## config.mk

```make
export PLATFORM = sky130hd
export DESIGN_NAME = window_majority_direction_vote
export DESIGN_NICKNAME = d
export VERILOG_FILES = /design/src/wmdv_pkg.sv /design/src/wmdv_front.sv /design/src/wmdv_queue.sv /design/src/wmdv_back.sv /design/src/window_majority_direction_vote.sv
export SDC_FILE = /design/constraint.sdc
export NUM_CORES = 1
export LEC_CHECK = 0
export ABC_CLOCK_PERIOD_IN_PS = 16700
export BUFFER_PORTS_ARGS = -buffer_cell sky130_fd_sc_hd__buf_2
export CORE_MARGIN = 2
export CORE_UTILIZATION = 54
export CTS_BUF_LIST = sky130_fd_sc_hd__clkbuf_4 sky130_fd_sc_hd__clkbuf_8
export CTS_CLUSTER_DIAMETER = 80
export CTS_CLUSTER_SIZE = 8
export DETAILED_ROUTE_END_ITERATION = 6
export PLACE_DENSITY_LB_ADDON = 0.1
export SKIP_CTS_REPAIR_TIMING = 1
export SLEW_MARGIN = 10
export SYNTH_ARGS = -nofsm -noshare
export SYNTH_HDL_FRONTEND = slang
export SYNTH_SLANG_ARGS = --single-unit
```

## constraint.sdc

```tcl
create_clock -name clk -period 16.7 [get_ports clk]
set_clock_uncertainty 0.05 [all_clocks]
set_input_delay 5.01 -clock clk [delete_from_list [all_inputs] [get_ports clk]]
set_output_delay 5.01 -clock clk [all_outputs]
set_load 0.01 [all_outputs]
```

## src/wmdv_pkg.sv

```systemverilog
// shared types and constants for the direction vote block
package wmdv_pkg;

  localparam int WINDOW_DEPTH = 16;
  localparam int PTR_W        = $clog2(WINDOW_DEPTH);
  localparam int CNT_W        = $clog2(WINDOW_DEPTH + 1);
  localparam int NUM_DIR      = 3;
  localparam int PCT_SCALE    = 100;
  localparam int CMP_W        = $clog2(128 * WINDOW_DEPTH + 1);

  typedef logic [1:0]       label_t;
  typedef logic [7:0]       conf_t;
  typedef logic [6:0]       pct_t;
  typedef logic [4:0]       vote_t;
  typedef logic [7:0]       cfg_data_t;
  typedef logic [0:0]       cfg_idx_t;
  typedef logic [CNT_W-1:0] cnt_t;
  typedef logic [PTR_W-1:0] ptr_t;

  localparam label_t LBL_LEFT   = 2'd0;
  localparam label_t LBL_RIGHT  = 2'd1;
  localparam label_t LBL_CENTER = 2'd2;
  localparam label_t LBL_NONE   = 2'd3;

  localparam cfg_idx_t REG_CONF_THR = 1'b0;
  localparam cfg_idx_t REG_VOTE_PCT = 1'b1;

  localparam conf_t CONF_THR_RST = 8'd0;
  localparam pct_t  VOTE_PCT_RST = 7'd60;

  typedef struct packed {
    conf_t thr;
    pct_t  pct;
  } cfg_t;

  typedef struct packed {
    logic   push;
    label_t label;
  } qwr_t;

  typedef struct packed {
    logic   valid;
    label_t label;
  } qrd_t;

  typedef struct packed {
    label_t direction;
    vote_t  vote_count;
  } result_t;

endpackage

```

## src/wmdv_front.sv

```systemverilog
// front end: configuration registers and confidence filter
module wmdv_front (
  input  logic                clk,
  input  logic                rst_n,
  input  logic                cfg_we,
  input  wmdv_pkg::cfg_idx_t  cfg_index,
  input  wmdv_pkg::cfg_data_t cfg_data,
  input  logic                in_push,
  input  wmdv_pkg::label_t    in_label,
  input  wmdv_pkg::conf_t     in_confidence,
  input  logic                q_full,
  output wmdv_pkg::qwr_t      q_wr,
  output wmdv_pkg::cfg_t      cfg
);
  import wmdv_pkg::*;

  cfg_t cfg_r;
  cfg_t cfg_nxt;

  always_comb begin
    cfg_nxt = cfg_r;
    if (cfg_we) begin
      case (cfg_index)
        REG_CONF_THR: cfg_nxt.thr = cfg_data;
        REG_VOTE_PCT: cfg_nxt.pct = cfg_data[6:0];
        default: ;
      endcase
    end
  end

  always_ff @(posedge clk) begin
    if (!rst_n) begin
      cfg_r.thr <= CONF_THR_RST;
      cfg_r.pct <= VOTE_PCT_RST;
    end else begin
      cfg_r <= cfg_nxt;
    end
  end

  // low-confidence labels are dropped here
  assign q_wr.push  = in_push && !q_full && (in_confidence >= cfg_r.thr);
  assign q_wr.label = in_label;
  assign cfg        = cfg_r;

endmodule

```

## src/wmdv_queue.sv

```systemverilog
// two-entry label queue between front and back
module wmdv_queue (
  input  logic           clk,
  input  logic           rst_n,
  input  wmdv_pkg::qwr_t q_wr,
  input  logic           q_pop,
  output logic           q_full,
  output wmdv_pkg::qrd_t q_rd
);
  import wmdv_pkg::*;

  label_t     mem_r [2];
  logic       wr_ptr_r;
  logic       rd_ptr_r;
  logic [1:0] cnt_r;
  logic [1:0] cnt_nxt;
  logic       do_pop;

  assign do_pop = q_pop && (cnt_r != 2'd0);

  always_comb begin
    cnt_nxt = cnt_r;
    if (q_wr.push && !do_pop) begin
      cnt_nxt = cnt_r + 2'd1;
    end else if (!q_wr.push && do_pop) begin
      cnt_nxt = cnt_r - 2'd1;
    end
  end

  always_ff @(posedge clk) begin
    if (!rst_n) begin
      wr_ptr_r <= 1'b0;
      rd_ptr_r <= 1'b0;
      cnt_r    <= 2'd0;
    end else begin
      cnt_r <= cnt_nxt;
      if (q_wr.push) begin
        wr_ptr_r <= ~wr_ptr_r;
      end
      if (do_pop) begin
        rd_ptr_r <= ~rd_ptr_r;
      end
    end
  end

  always_ff @(posedge clk) begin
    if (q_wr.push) begin
      mem_r[wr_ptr_r] <= q_wr.label;
    end
  end

  assign q_full     = (cnt_r == 2'd2);
  assign q_rd.valid = (cnt_r != 2'd0);
  assign q_rd.label = mem_r[rd_ptr_r];

endmodule

```

## src/wmdv_back.sv

```systemverilog
// back end: label ring, direction counts, vote and result queue
module wmdv_back (
  input  logic              clk,
  input  logic              rst_n,
  input  wmdv_pkg::pct_t    vote_pct,
  input  wmdv_pkg::qrd_t    q_rd,
  output logic              q_pop,
  input  logic              out_pop,
  output logic              out_empty,
  output wmdv_pkg::result_t res
);
  import wmdv_pkg::*;

  label_t     ring_r [WINDOW_DEPTH];
  ptr_t       oldest_r;
  ptr_t       oldest_nxt;
  cnt_t       fill_r;
  cnt_t       fill_nxt;
  cnt_t       cnt_r [NUM_DIR];
  cnt_t       cnt_nxt [NUM_DIR];
  cnt_t       upd [NUM_DIR];
  label_t     evict;
  logic       ring_full;
  label_t     best_dir;
  cnt_t       best_cnt;
  logic       pass;
  logic       take;
  logic       res_push;
  logic       res_pop;
  result_t    res_mem_r [2];
  logic       res_wr_r;
  logic       res_rd_r;
  logic [1:0] res_cnt_r;
  logic [1:0] res_cnt_nxt;

  assign res_pop   = out_pop && (res_cnt_r != 2'd0);
  assign take      = q_rd.valid && ((res_cnt_r != 2'd2) || res_pop);
  assign q_pop     = take;
  assign evict     = ring_r[oldest_r];
  assign ring_full = (fill_r == CNT_W'(WINDOW_DEPTH));

  always_comb begin
    for (int d = 0; d < NUM_DIR; d++) begin
      upd[d] = cnt_r[d];
      if (ring_full && (evict == label_t'(d)) && (cnt_r[d] != '0)) begin
        upd[d] = cnt_r[d] - 1'b1;
      end
      if (q_rd.label == label_t'(d)) begin
        upd[d] = upd[d] + 1'b1;
      end
    end
  end

  // ties go to left, then right, then center
  always_comb begin
    best_dir = LBL_LEFT;
    best_cnt = upd[0];
    if (upd[1] > best_cnt) begin
      best_dir = LBL_RIGHT;
      best_cnt = upd[1];
    end
    if (upd[2] > best_cnt) begin
      best_dir = LBL_CENTER;
      best_cnt = upd[2];
    end
  end

  assign pass = (CMP_W'(best_cnt) * CMP_W'(PCT_SCALE)) >=
                (CMP_W'(vote_pct) * CMP_W'(WINDOW_DEPTH));
  assign res_push = take && ring_full && pass;

  always_comb begin
    fill_nxt   = fill_r;
    oldest_nxt = oldest_r;
    cnt_nxt    = cnt_r;
    if (take) begin
      if (!ring_full) begin
        fill_nxt = fill_r + 1'b1;
        cnt_nxt  = upd;
      end else if (pass) begin
        fill_nxt   = '0;
        oldest_nxt = '0;
        for (int d = 0; d < NUM_DIR; d++) begin
          cnt_nxt[d] = '0;
        end
      end else begin
        oldest_nxt = (oldest_r == PTR_W'(WINDOW_DEPTH - 1)) ? '0 : oldest_r + 1'b1;
        cnt_nxt    = upd;
      end
    end
  end

  always_comb begin
    res_cnt_nxt = res_cnt_r;
    if (res_push && !res_pop) begin
      res_cnt_nxt = res_cnt_r + 2'd1;
    end else if (!res_push && res_pop) begin
      res_cnt_nxt = res_cnt_r - 2'd1;
    end
  end

  always_ff @(posedge clk) begin
    if (!rst_n) begin
      fill_r    <= '0;
      oldest_r  <= '0;
      res_wr_r  <= 1'b0;
      res_rd_r  <= 1'b0;
      res_cnt_r <= 2'd0;
      for (int d = 0; d < NUM_DIR; d++) begin
        cnt_r[d] <= '0;
      end
    end else begin
      fill_r    <= fill_nxt;
      oldest_r  <= oldest_nxt;
      cnt_r     <= cnt_nxt;
      res_cnt_r <= res_cnt_nxt;
      if (res_push) begin
        res_wr_r <= ~res_wr_r;
      end
      if (res_pop) begin
        res_rd_r <= ~res_rd_r;
      end
    end
  end

  // while filling the oldest pointer sits at zero, so the fill level is the slot
  always_ff @(posedge clk) begin
    if (take) begin
      if (ring_full) begin
        ring_r[oldest_r] <= q_rd.label;
      end else begin
        ring_r[fill_r[PTR_W-1:0]] <= q_rd.label;
      end
    end
    if (res_push) begin
      res_mem_r[res_wr_r].direction  <= best_dir;
      res_mem_r[res_wr_r].vote_count <= vote_t'(best_cnt);
    end
  end

  assign out_empty = (res_cnt_r == 2'd0);
  assign res       = res_mem_r[res_rd_r];

endmodule

```

## src/window_majority_direction_vote.sv

```systemverilog
// top level of the sliding-window direction vote
//
// usage:
//   input channel: drive in_label and in_confidence with in_push; a transaction
//   completes on a clock edge with in_push high and in_full low. labels whose
//   confidence is below the threshold register are dropped.
//   result channel: while out_empty is low, out_direction and out_vote_count
//   show the oldest decision; it leaves on an edge with out_pop high.
//   config port: cfg_we writes cfg_data to register cfg_index (0 confidence
//   threshold, 1 vote percent); user writes only while block idle, unchecked.
// timing:
//   one label per cycle while the back end is not stalled; the ring update,
//   count update and vote for a label all happen in the same back-end cycle.
//   a deciding label passes the label queue and the result queue to the ports.
// stalls:
//   a two-entry label queue and a two-entry result queue decouple the sides;
//   when the result queue is full the back end stops and the label queue
//   fills, then in_full rises.
// reset:
//   rst_n low clears window, counts and queues; threshold 0, percent 60.
module window_majority_direction_vote (
  input  logic                clk,
  input  logic                rst_n,
  input  logic                in_push,
  output logic                in_full,
  input  wmdv_pkg::label_t    in_label,
  input  wmdv_pkg::conf_t     in_confidence,
  output logic                out_empty,
  input  logic                out_pop,
  output wmdv_pkg::label_t    out_direction,
  output wmdv_pkg::vote_t     out_vote_count,
  input  logic                cfg_we,
  input  wmdv_pkg::cfg_idx_t  cfg_index,
  input  wmdv_pkg::cfg_data_t cfg_data
);
  import wmdv_pkg::*;

  qwr_t    q_wr;
  qrd_t    q_rd;
  logic    q_pop;
  cfg_t    cfg;
  result_t res;

  wmdv_front u_front (
    .clk           (clk),
    .rst_n         (rst_n),
    .cfg_we        (cfg_we),
    .cfg_index     (cfg_index),
    .cfg_data      (cfg_data),
    .in_push       (in_push),
    .in_label      (in_label),
    .in_confidence (in_confidence),
    .q_full        (in_full),
    .q_wr          (q_wr),
    .cfg           (cfg)
  );

  wmdv_queue u_queue (
    .clk    (clk),
    .rst_n  (rst_n),
    .q_wr   (q_wr),
    .q_pop  (q_pop),
    .q_full (in_full),
    .q_rd   (q_rd)
  );

  wmdv_back u_back (
    .clk       (clk),
    .rst_n     (rst_n),
    .vote_pct  (cfg.pct),
    .q_rd      (q_rd),
    .q_pop     (q_pop),
    .out_pop   (out_pop),
    .out_empty (out_empty),
    .res       (res)
  );

  assign out_direction  = res.direction;
  assign out_vote_count = res.vote_count;

endmodule

```

Word level (Yosys, flattened, before mapping)
Memory sizes are Yosys's and may differ from the RTL's. A register that Yosys moved wholly into a read port is not among the register bits.
Cells that the tools add are included.

operators by class
  shifts and indexed selects = 0
  reduce and logical (&&, ||, !) cells = 38
  magnitude comparators = 4
  $add $sub $neg = 12
  multiplexer cells = 39
  equal/unequal tests = 9
  bitwise logic cells = 5
  div/mod/pow operators = 0
  multiply operators = 1

operators with widths
  operator                                              number
  2-to-1 mux 5 bit                                      10
  2-to-1 mux 15 bit                                     2
  adder 5 x 1 -> 5 bit (second input constant)          4
  2-to-1 mux 4 bit                                      5
  logical AND 1 bit                                     17
  2-to-1 mux 1 bit                                      16
  nonzero test 5 bit                                    3
  subtractor 5 x 1 -> 5 bit (second input constant)     3
  >= comparator 12 x 11 -> 1 bit                        1
  2-to-1 mux 2 bit                                      6
  greater-than comparator 5 bit                         2
  multiplier 5 x 5 -> 10 bit (second input constant)    1
  >= comparator 8 bit                                   1
  AND reduction 2 bit                                   4
  nonzero test 2 bit                                    4
  equality test 2 bit (second input constant)           3
  logical NOT 2 bit                                     3
  equality test 5 bit (second input constant)           1
  logical NOT 1 bit                                     5
  inverter 1 bit                                        5
  adder 2 x 1 -> 2 bit (second input constant)          2
  adder 4 x 1 -> 4 bit (second input constant)          1
  equality test 2 x 1 -> 1 bit (second input constant)  2
  equality test 4 bit (second input constant)           1
  4 further kinds                                       6

word-level totals
  bits in writable memories = 50
  bits in registers = 47
  memories = 3
  logic and storage cells = 124
  ROM bits = 0
  bits in latches = 0
  output and inout bits = 9

memory list
  name              words  bits a word  rd ports  clocked after Yosys merged registers in  write ports  RTL line          text
  u_back.ring_r     16     2            1         1                                        1            wmdv_back.sv:14   label_t ring_r [WINDOW_DEPTH];
  u_back.res_mem_r  2      7            1         1                                        1            wmdv_back.sv:30   result_t res_mem_r [2];
  u_queue.mem_r     2      2            1         1                                        1            wmdv_queue.sv:12  label_t mem_r [2];

Depth between registers and ports, before layout
Gate-level depths: netlist (run 1).

  word-level depth = 17
  mapped depth = 48

Hierarchy
Synthesis (run 1) repeated with hierarchy kept, for this count alone.

unflattened totals
  cells, all modules = 618
  area, all modules = 6,226.0 um^2

modules (own cells, without submodules)
  module      times used  cells an instance  area an instance (um^2)
  wmdv_back   1           492                5,089.9
  wmdv_front  1           98                 773.2
  wmdv_queue  1           28                 362.8

Worst setup path after synthesis (run 1)
OpenSTA, ideal clock, no wires.

  path type = reg-to-reg
  from = reg with a tool-made name
  to = reg u_back.res_cnt_r[1]
  period minus slack after synthesis = 8,813 ps
  stages on the path, launching flop included = 44
  path buffers = 3
  arrival = 8,693 ps
  setup slack = 7,887 ps
  library setup time = 70 ps
  path through = dfxtp_1 > buf_6 > mux4_2 > mux2_4 > nor3b_1 > o21a_1 > xnor2_1 > inv_1 > ha_1 > nand2b_1 > o31ai_1 > o31ai_1 > xnor2_1 > ha_1 > a21oi_1 > a31oi_1 > a31oi_1 > and3_1 > (+8 left out) > o21ai_2 > inv_1 > nor2_1 > a21o_1 > ha_1 > ha_1 > ha_1 > fa_1 > ha_1 > a21o_1 > a21o_1 > a21o_1 > a211o_1 > clkbuf_1 > nor2b_1 > ha_1 > or3_1 > a21oi_1

RTL lines
  what                  RTL line          text
  end signal, assigned  wmdv_back.sv:116  res_cnt_r <= res_cnt_nxt;
  end, declared         wmdv_back.sv:33   logic [1:0] res_cnt_r;

==> flow_metrics.py, run 1 <==
metrics = {
    "logic_synthesis": {
        "synth-edff-count": 50,
        "ys_ff_latch": 103,
        "avgSynthCellArea_sq_um": 9.71,
        "synth.yosys.warnings": 0,
        "netlist_area_sq_um": 6020,
        "ys_types": 60,
        "syn_nets": 699,
        "ys_seq_area_share_pct": 42.6,
        "synthArstFlopShare_pct": 0,
        "syn-instance-count": 620,
        "synthFlopType": "dfxtp_1",
    },
    "sta": {
        "min_period_ns": 9.93,
        "fmaxAchievable_mhz": 101,
        "rsz0062_at_grt": "false",
        "hold_violations": 0,
        "slew_headroom_pct": 28.6,
        "setup_viol": 0,
        "period_share_pct": 59.5,
        "worstMarginPinSlew_ns": 1.07,
        "slew_violations": 0,
        "setup-tns-final_ns": 0,
    },
    "worst_hold_path": {
        "hold_depth": 2,
        "min_from": "u_front.cfg[14]",
        "hold_end": "u_front.cfg[14]",
        "hold_class": "reg2reg",
    },
    "layout": {
        "fin_util_pct": 59.5,
        "layout-drive-gt1-share_pct": 11.7,
        "layout_commonest_cell": "nand2_1",
        "synthToLayoutAreaGrowth_pct": 7.08,
        "fin_nets": 717,
        "finalNonFillerCells": 783,
        "most-common-layout-cells": "69 x nand2_1, 54 x nor2_1, 54 x ha_1",
        "diodes": 0,
    },
    "global_routing": {
        "antenna_found_initial": 0,
        "first_global_vias": 4144,
        "grt_pass1_wl_um": 20600,
        "overflow": 0,
        "track_usage_pct": 22.4,
        "grt_max_degree": 30,
    },
    "clock_tree": {
        "cts_sinks": 103,
        "tritoncts.num_buffers": 9,
        "clk_pin_slew_ns": 0.11,
        "clockBufferDepth": 2,
        "root_buffer": "clkbuf_8",
        "clk_latency_ns": 0.39,
        "tritoncts": "yes",
        "cts_max_level": 3,
    },
    "routing": {
        "first_pass_iters": 5,
        "wl_per_cell_um": 16.0,
        "drt-initial-drc-count": 344,
        "num_vias": 4447,
        "drt_wl_total_um": 12500,
        "final_antenna_net_count": 0,
        "route.detailed.drc": 0,
        "vias_per_cell": 5.68,
    },
    "power_and_ir_drop": {
        "power_density_nw_per_um2": 145,
        "p_leak_uw": 0.00257,
        "internal_power_uw": 552,
        "seqPwrFrac_pct": 34.2,
        "combinationalPowerShare_pct": 48.9,
        "clkPwrFrac_pct": 16.9,
        "swShare_pct": 41.1,
        "p_sw_uw": 386,
        "max-vdd-ir-drop_v": 0.0000786,
    },
    "placed_design": {
        "place.gp.congestion": 0.899,
        "placed_cells": 767,
        "port_buffers": 32,
        "dpl.hpwl_um": 9430,
    },
    "worst_setup_path": {
        "cp-start-kind": "flip-flop",
        "ff2ff_setup_slack_ns": 6.77,
        "crit_path_frequent_cell": "ha_1",
        "worstPathMaxFanout": 11,
        "crit-reg2reg-capture": "u_back.res_cnt_r[1]",
        "critPathRequiredTime_ns": 16.97,
        "cp.arrival_ns": 10.20,
        "crit_path_max_incr_delay_ns": 0.60,
        "rr_worst_depth": 41,
        "crit_type": "reg2reg",
        "cp_slowest_cell": "dfxtp_1",
        "cp-end-kind": "flip-flop",
    },
    "run": {
        "maxCapViolations": 0,
    },
    "die": {
        "die_area_sq_um": 12000,
        "die_w_um": 110,
        "core_area_sq_um": 10800,
        "start_util_pct": 55.6,
        "core.rowCount": 38,
        "boundaryPins": 33,
        "dieHeight_um": 110,
    },
    "status": {
        "status": "completed",
    },
}
## final cells by class
cell class / instances / area [sq um]
inverters: 40 / 150
clock buffers: 9 / 124
repair buffers: 33 / 168
clock inverters: 7 / 82.6
fillers: 919 / 4390
multi-input cells: 451 / 3190
flip-flops and latches: 103 / 2560
well taps: 140 / 175
## synthesized netlist by cell type (all sizes together), types with 2 or more instances
cell type   n  share of area, %
clkbuf     17               1.1
nor3b       5              0.62
mux4        8               3.0
dfxtp      53                18
a21oi      48               4.0
or4b        2              0.33
o21a        5              0.62
o211ai      6              0.75
xor2       15               2.2
xnor2      19               2.9
and3        3              0.31
inv        38               2.4
nand4       3              0.31
a21o       14               1.7
nor2       54               3.4
a22oi       3              0.37
ha         54                11
o31ai       4              0.50
mux2i      14               2.5
nor4        2              0.21
mux2        9               1.7
nand3      20               1.7
or3         5              0.52
and2        6              0.62
nand3b      4              0.50
nand4b      2              0.29
edfxtp     50                25
nor2b       7              0.73
nor3       15               1.2
o21ai      22               1.9
o22ai       2              0.21
a31oi       9              0.93
clkinv      2              0.12
nand2      69               4.3
nand2b      7              0.73
buf         9              0.98
## per-stage QoR
step / area [sq um] / hold slack (ns) / total power [uW] / setup WS (ns)
3_3_place_gp: 6240 / 0.394 / 766 / 7.29
6_report: 6450 / 0.419 / 938 / 6.77
4_1_cts: 6450 / 0.421 / 943 / 6.84
3_5_place_dp: 6240 / 0.403 / 784 / 6.92
2_1_floorplan: 6020 / 0.386 / 694 / 7.89
5_1_grt: 6450 / 0.440 / 1020 / 6.15
## kinds of logic (layout without fill, tap and decap cells)
family | Yosys count | count (layout) | share of synthesized area, %
and+or+nand+nor | 208 | 208 | 16.4
buffers and inverters | 66 | 89 | 4.53
xor gates and xnor gates | 34 | 34 | 5.07
muxes | 31 | 31 | 7.19
AOI/OAI and AO/OA | 123 | 123 | 12.7
DFF | 103 | 103 | 42.6
adders and majority gates | 55 | 55 | 11.6
## power groups by stage
| stage | combinational (uW) | sequential [uW] | clock (uW) |
|---|---|---|---|
| global route | 526 | 324 | 172 |
| detailed placement | 457 | 327 | 0 |
| global placement | 440 | 325 | 0 |
| CTS | 460 | 321 | 162 |
| floorplan | 376 | 319 | 0 |
| finish | 458 | 321 | 158 |
## worst max-delay path, delay by kind of cell, from the launching register on
kind	cells	cell delay (ns)
multiplexers	4	1.36
buffers and inverters	2	0.24
XOR/XNOR	2	0.53
adder cells (fa/ha/maj)	9	2.61
flip-flops	1	0.60
AO/OA/AOI/OAI	15	2.70
AND/OR/NAND/NOR	9	1.76
## registers in the layout, summed over array words and instances (netlist names), 4 cells and up, named ones only
register and cells:
u_back.fill_r 5, u_back.oldest_r 4, u_queue.mem_r 4, u_back.ring_r 32, u_front.cfg 15, u_back.cnt_r 15
u_back.res_mem_r 14
## worst max-delay path by stage
| stage | from | end | slack [ns] | cells after the start |
|---|---|---|---|---|
| after floorplan | flip-flop | u_back.res_cnt_r[1] | 7.89 | 43 |
| after global placement | flip-flop | u_back.res_cnt_r[1] | 7.29 | 40 |
| after detailed placement | flip-flop | u_back.res_cnt_r[1] | 6.92 | 41 |
| after CTS | flip-flop | u_back.res_cnt_r[1] | 6.84 | 41 |
| after global routing | flip-flop | u_back.res_mem_r[0][4] | 6.15 | 39 |
| final | flip-flop | u_back.res_cnt_r[1] | 6.77 | 41 |
## per-layer routing
layer | global-route usage (%) | up-vias | part of all wire (%)
met3 | 4.98 | 9 | 4.6
li1 | - | 2239 | -
met5 | 0 | - | 0
met1 | 32.0 | 2095 | 49
met4 | 5.33 | 0 | 0.88
met2 | 34.7 | 104 | 46
(Power assumes the default switching activity.)
==> run 2: changes to the inputs <==
ABC_AREA = 1   (was unset)
ABC_CLOCK_PERIOD_IN_PS = 9240   (was 16700)
clock period = 9.24 ns   (was 16.7 ns; I/O delays follow)
==> run 2 against run 1 <==
Net effect:
- synthesized area increased by 3.0%
- synthesized cell count increased by 25%
- critical path depth increased by 12
- utilization increased by 0.15 points
- first-iteration DRC count increased by 21%
- critical endpoint unchanged
==> flow_metrics.py, run 2 <==
metrics = {
    "status": {
        "status": "completed",
    },
    "routing": {
        "wl_per_cell_um": 13.4,
        "final_antenna_net_count": 0,
        "first_pass_iters": 5,
        "vias_per_cell": 5.22,
        "drt_wl_total_um": 12900,
        "route.detailed.drc": 0,
        "drt-initial-drc-count": 415,
        "num_vias": 5007,
    },
    "logic_synthesis": {
        "synthFlopType": "dfxtp_1",
        "synth_common_cells": "174 x nand2_1, 122 x inv_1, 66 x nor2_1",
        "ys_types": 40,
        "syn_nets": 854,
        "ys_seq_area_share_pct": 41.3,
        "synthTopCellsByArea": "edfxtp_1 24%, dfxtp_1 17%, ha_1 11%, nand2_1 11%, inv_1 7.4%",
        "avgSynthCellArea_sq_um": 8.00,
        "ys_ff_latch": 103,
        "syn-instance-count": 775,
        "yosysTopAreaCellShare_pct": 24.2,
        "synth-edff-count": 50,
        "netlist_area_sq_um": 6200,
        "synthArstFlopShare_pct": 0,
        "yosysMostFrequentCell": "nand2_1",
        "synth.yosys.warnings": 0,
        "synth_area_leader_cell": "edfxtp_1",
    },
    "layout": {
        "layout-drive-gt1-share_pct": 13.0,
        "multi_input_area_sq_um": 3100,
        "diodes": 0,
        "layout_commonest_cell": "nand2_1",
        "regArea_sq_um": 2570,
        "fin_nets": 890,
        "largest_register_ffs": 32,
        "top_register": "u_back.ring_r",
        "stdcell_area_sq_um": 6750,
        "n_fill_cell": 1039,
        "most-common-layout-cells": "174 x nand2_1, 120 x inv_1, 65 x nor2_1",
        "synthToLayoutAreaGrowth_pct": 8.90,
    },
    "sta": {
        "worstMarginPinSlew_ns": 0.813,
        "whs_ns": 0.407,
        "setup_viol": 0,
        "setup-tns-final_ns": 0,
        "min_period_ns": 8.45,
        "slew_headroom_pct": 45.7,
        "period_share_pct": 91.4,
        "slew_violations": 0,
        "setup_ws_ns": 0.792,
        "hold_violations": 0,
        "fmaxAchievable_mhz": 118,
    },
    "placed_design": {
        "dpl.hpwl_um": 9930,
        "port_buffers": 32,
        "place_area_sq_um": 6500,
        "place_ws_ns": 0.272,
        "place.gp.congestion": 0.922,
    },
    "worst_setup_path": {
        "crit_type": "reg2reg",
        "cp-end-kind": "flip-flop",
        "ff2ff_setup_slack_ns": 0.79,
        "crit_path_max_incr_delay_ns": 0.42,
        "crit_path_frequent_cell": "ha_1",
        "crit-reg2reg-capture": "u_back.res_cnt_r[1]",
        "cp_slowest_cell": "dfxtp_4",
        "cp-start-kind": "flip-flop",
        "rr_worst_depth": 53,
        "critPathRequiredTime_ns": 9.45,
        "worstPathMaxFanout": 11,
        "cp.arrival_ns": 8.66,
    },
    "clock_tree": {
        "clockBufferDepth": 2,
        "clk_pin_slew_ns": 0.10,
        "cts_sinks": 103,
        "root_buffer": "clkbuf_8",
        "tritoncts.num_buffers": 9,
        "clk_latency_ns": 0.37,
        "cts_max_level": 3,
        "tritoncts": "yes",
    },
    "worst_hold_path": {
        "min_from": "u_queue.rd_ptr_r",
        "hold_depth": 1,
        "hold_class": "reg2reg",
    },
    "die": {
        "start_util_pct": 54.8,
        "die_w_um": 111,
        "core.rowCount": 39,
        "core_area_sq_um": 11300,
        "die_area_sq_um": 12400,
        "dieHeight_um": 111,
        "boundaryPins": 33,
    },
    "global_routing": {
        "grt_pass1_wl_um": 21500,
        "overflow": 0,
        "grt_max_degree": 26,
        "track_usage_pct": 21.3,
        "antenna_found_initial": 0,
        "first_global_vias": 4768,
    },
    "run": {
        "maxCapViolations": 0,
    },
}
[run 2: metal layers]
metal,global-route usage [%],part of all wire (%),vias up
met4,7.65,1.9,0
met2,35.2,47,132
met1,28.7,46,2289
li1,-,-,2568
met3,3.28,4.7,18
met5,0,0,-
[run 2: cell families (layout without fill, tap and decap cells)]
| logic type | count (synthesis) | in the layout | synth area share [%] |
|---|---|---|---|
| fa+ha+maj | 55 | 55 | 11.2 |
| simple gates | 333 | 333 | 24.0 |
| flops | 103 | 103 | 41.3 |
| buf+inv | 148 | 189 | 9.38 |
| mux | 7 | 7 | 1.27 |
| compound gates | 104 | 104 | 8.98 |
| xor+xnor | 25 | 25 | 3.77 |
[run 2: worst max-delay path by stage]
stage | startpoint | endpoint | slack (ns)
6_report | flip-flop | u_back.res_cnt_r[1] | 0.79
5_1_grt | flip-flop | u_back.res_cnt_r[1] | -0.06
4_1_cts | flip-flop | u_back.res_cnt_r[1] | 0.24
3_5_place_dp | flip-flop | u_back.res_cnt_r[1] | 0.27
3_3_place_gp | flip-flop | u_back.res_cnt_r[1] | 0.69
2_1_floorplan | flip-flop | u_back.res_cnt_r[1] | 1.48
[run 2: metrics by stage]
step | cells | util [%]
floorplan | 775 | -
global placement | 940 | 57.4
detailed placement | 940 | 57.4
CTS | 956 | 59.0
global route | 959 | 59.6
finish | 959 | 59.6
[run 2: area by class of cell]
| cell class | count | share of cell area, % |
|---|---|---|
| timing repair buffer | 40 | 3.22 |
| inverter | 133 | 7.43 |
| tap | 143 | 2.65 |
| clock buffer | 9 | 1.83 |
| sequential | 103 | 38.0 |
| clock inverter | 7 | 0.927 |
| multi-input combinational | 524 | 45.9 |
[run 2: worst max-delay path, delay by kind of cell (launching register included)]
family          cells  cell delay, ns
flops               1            0.42
simple gates       21            2.25
xor+xnor            2            0.39
fa+ha+maj           9            2.55
compound gates     10            1.55
buf+inv            11            1.12
Power of run 2 is not shown: default switching activity piles up to over one toggle a cycle in this logic, so the estimate is an artifact.
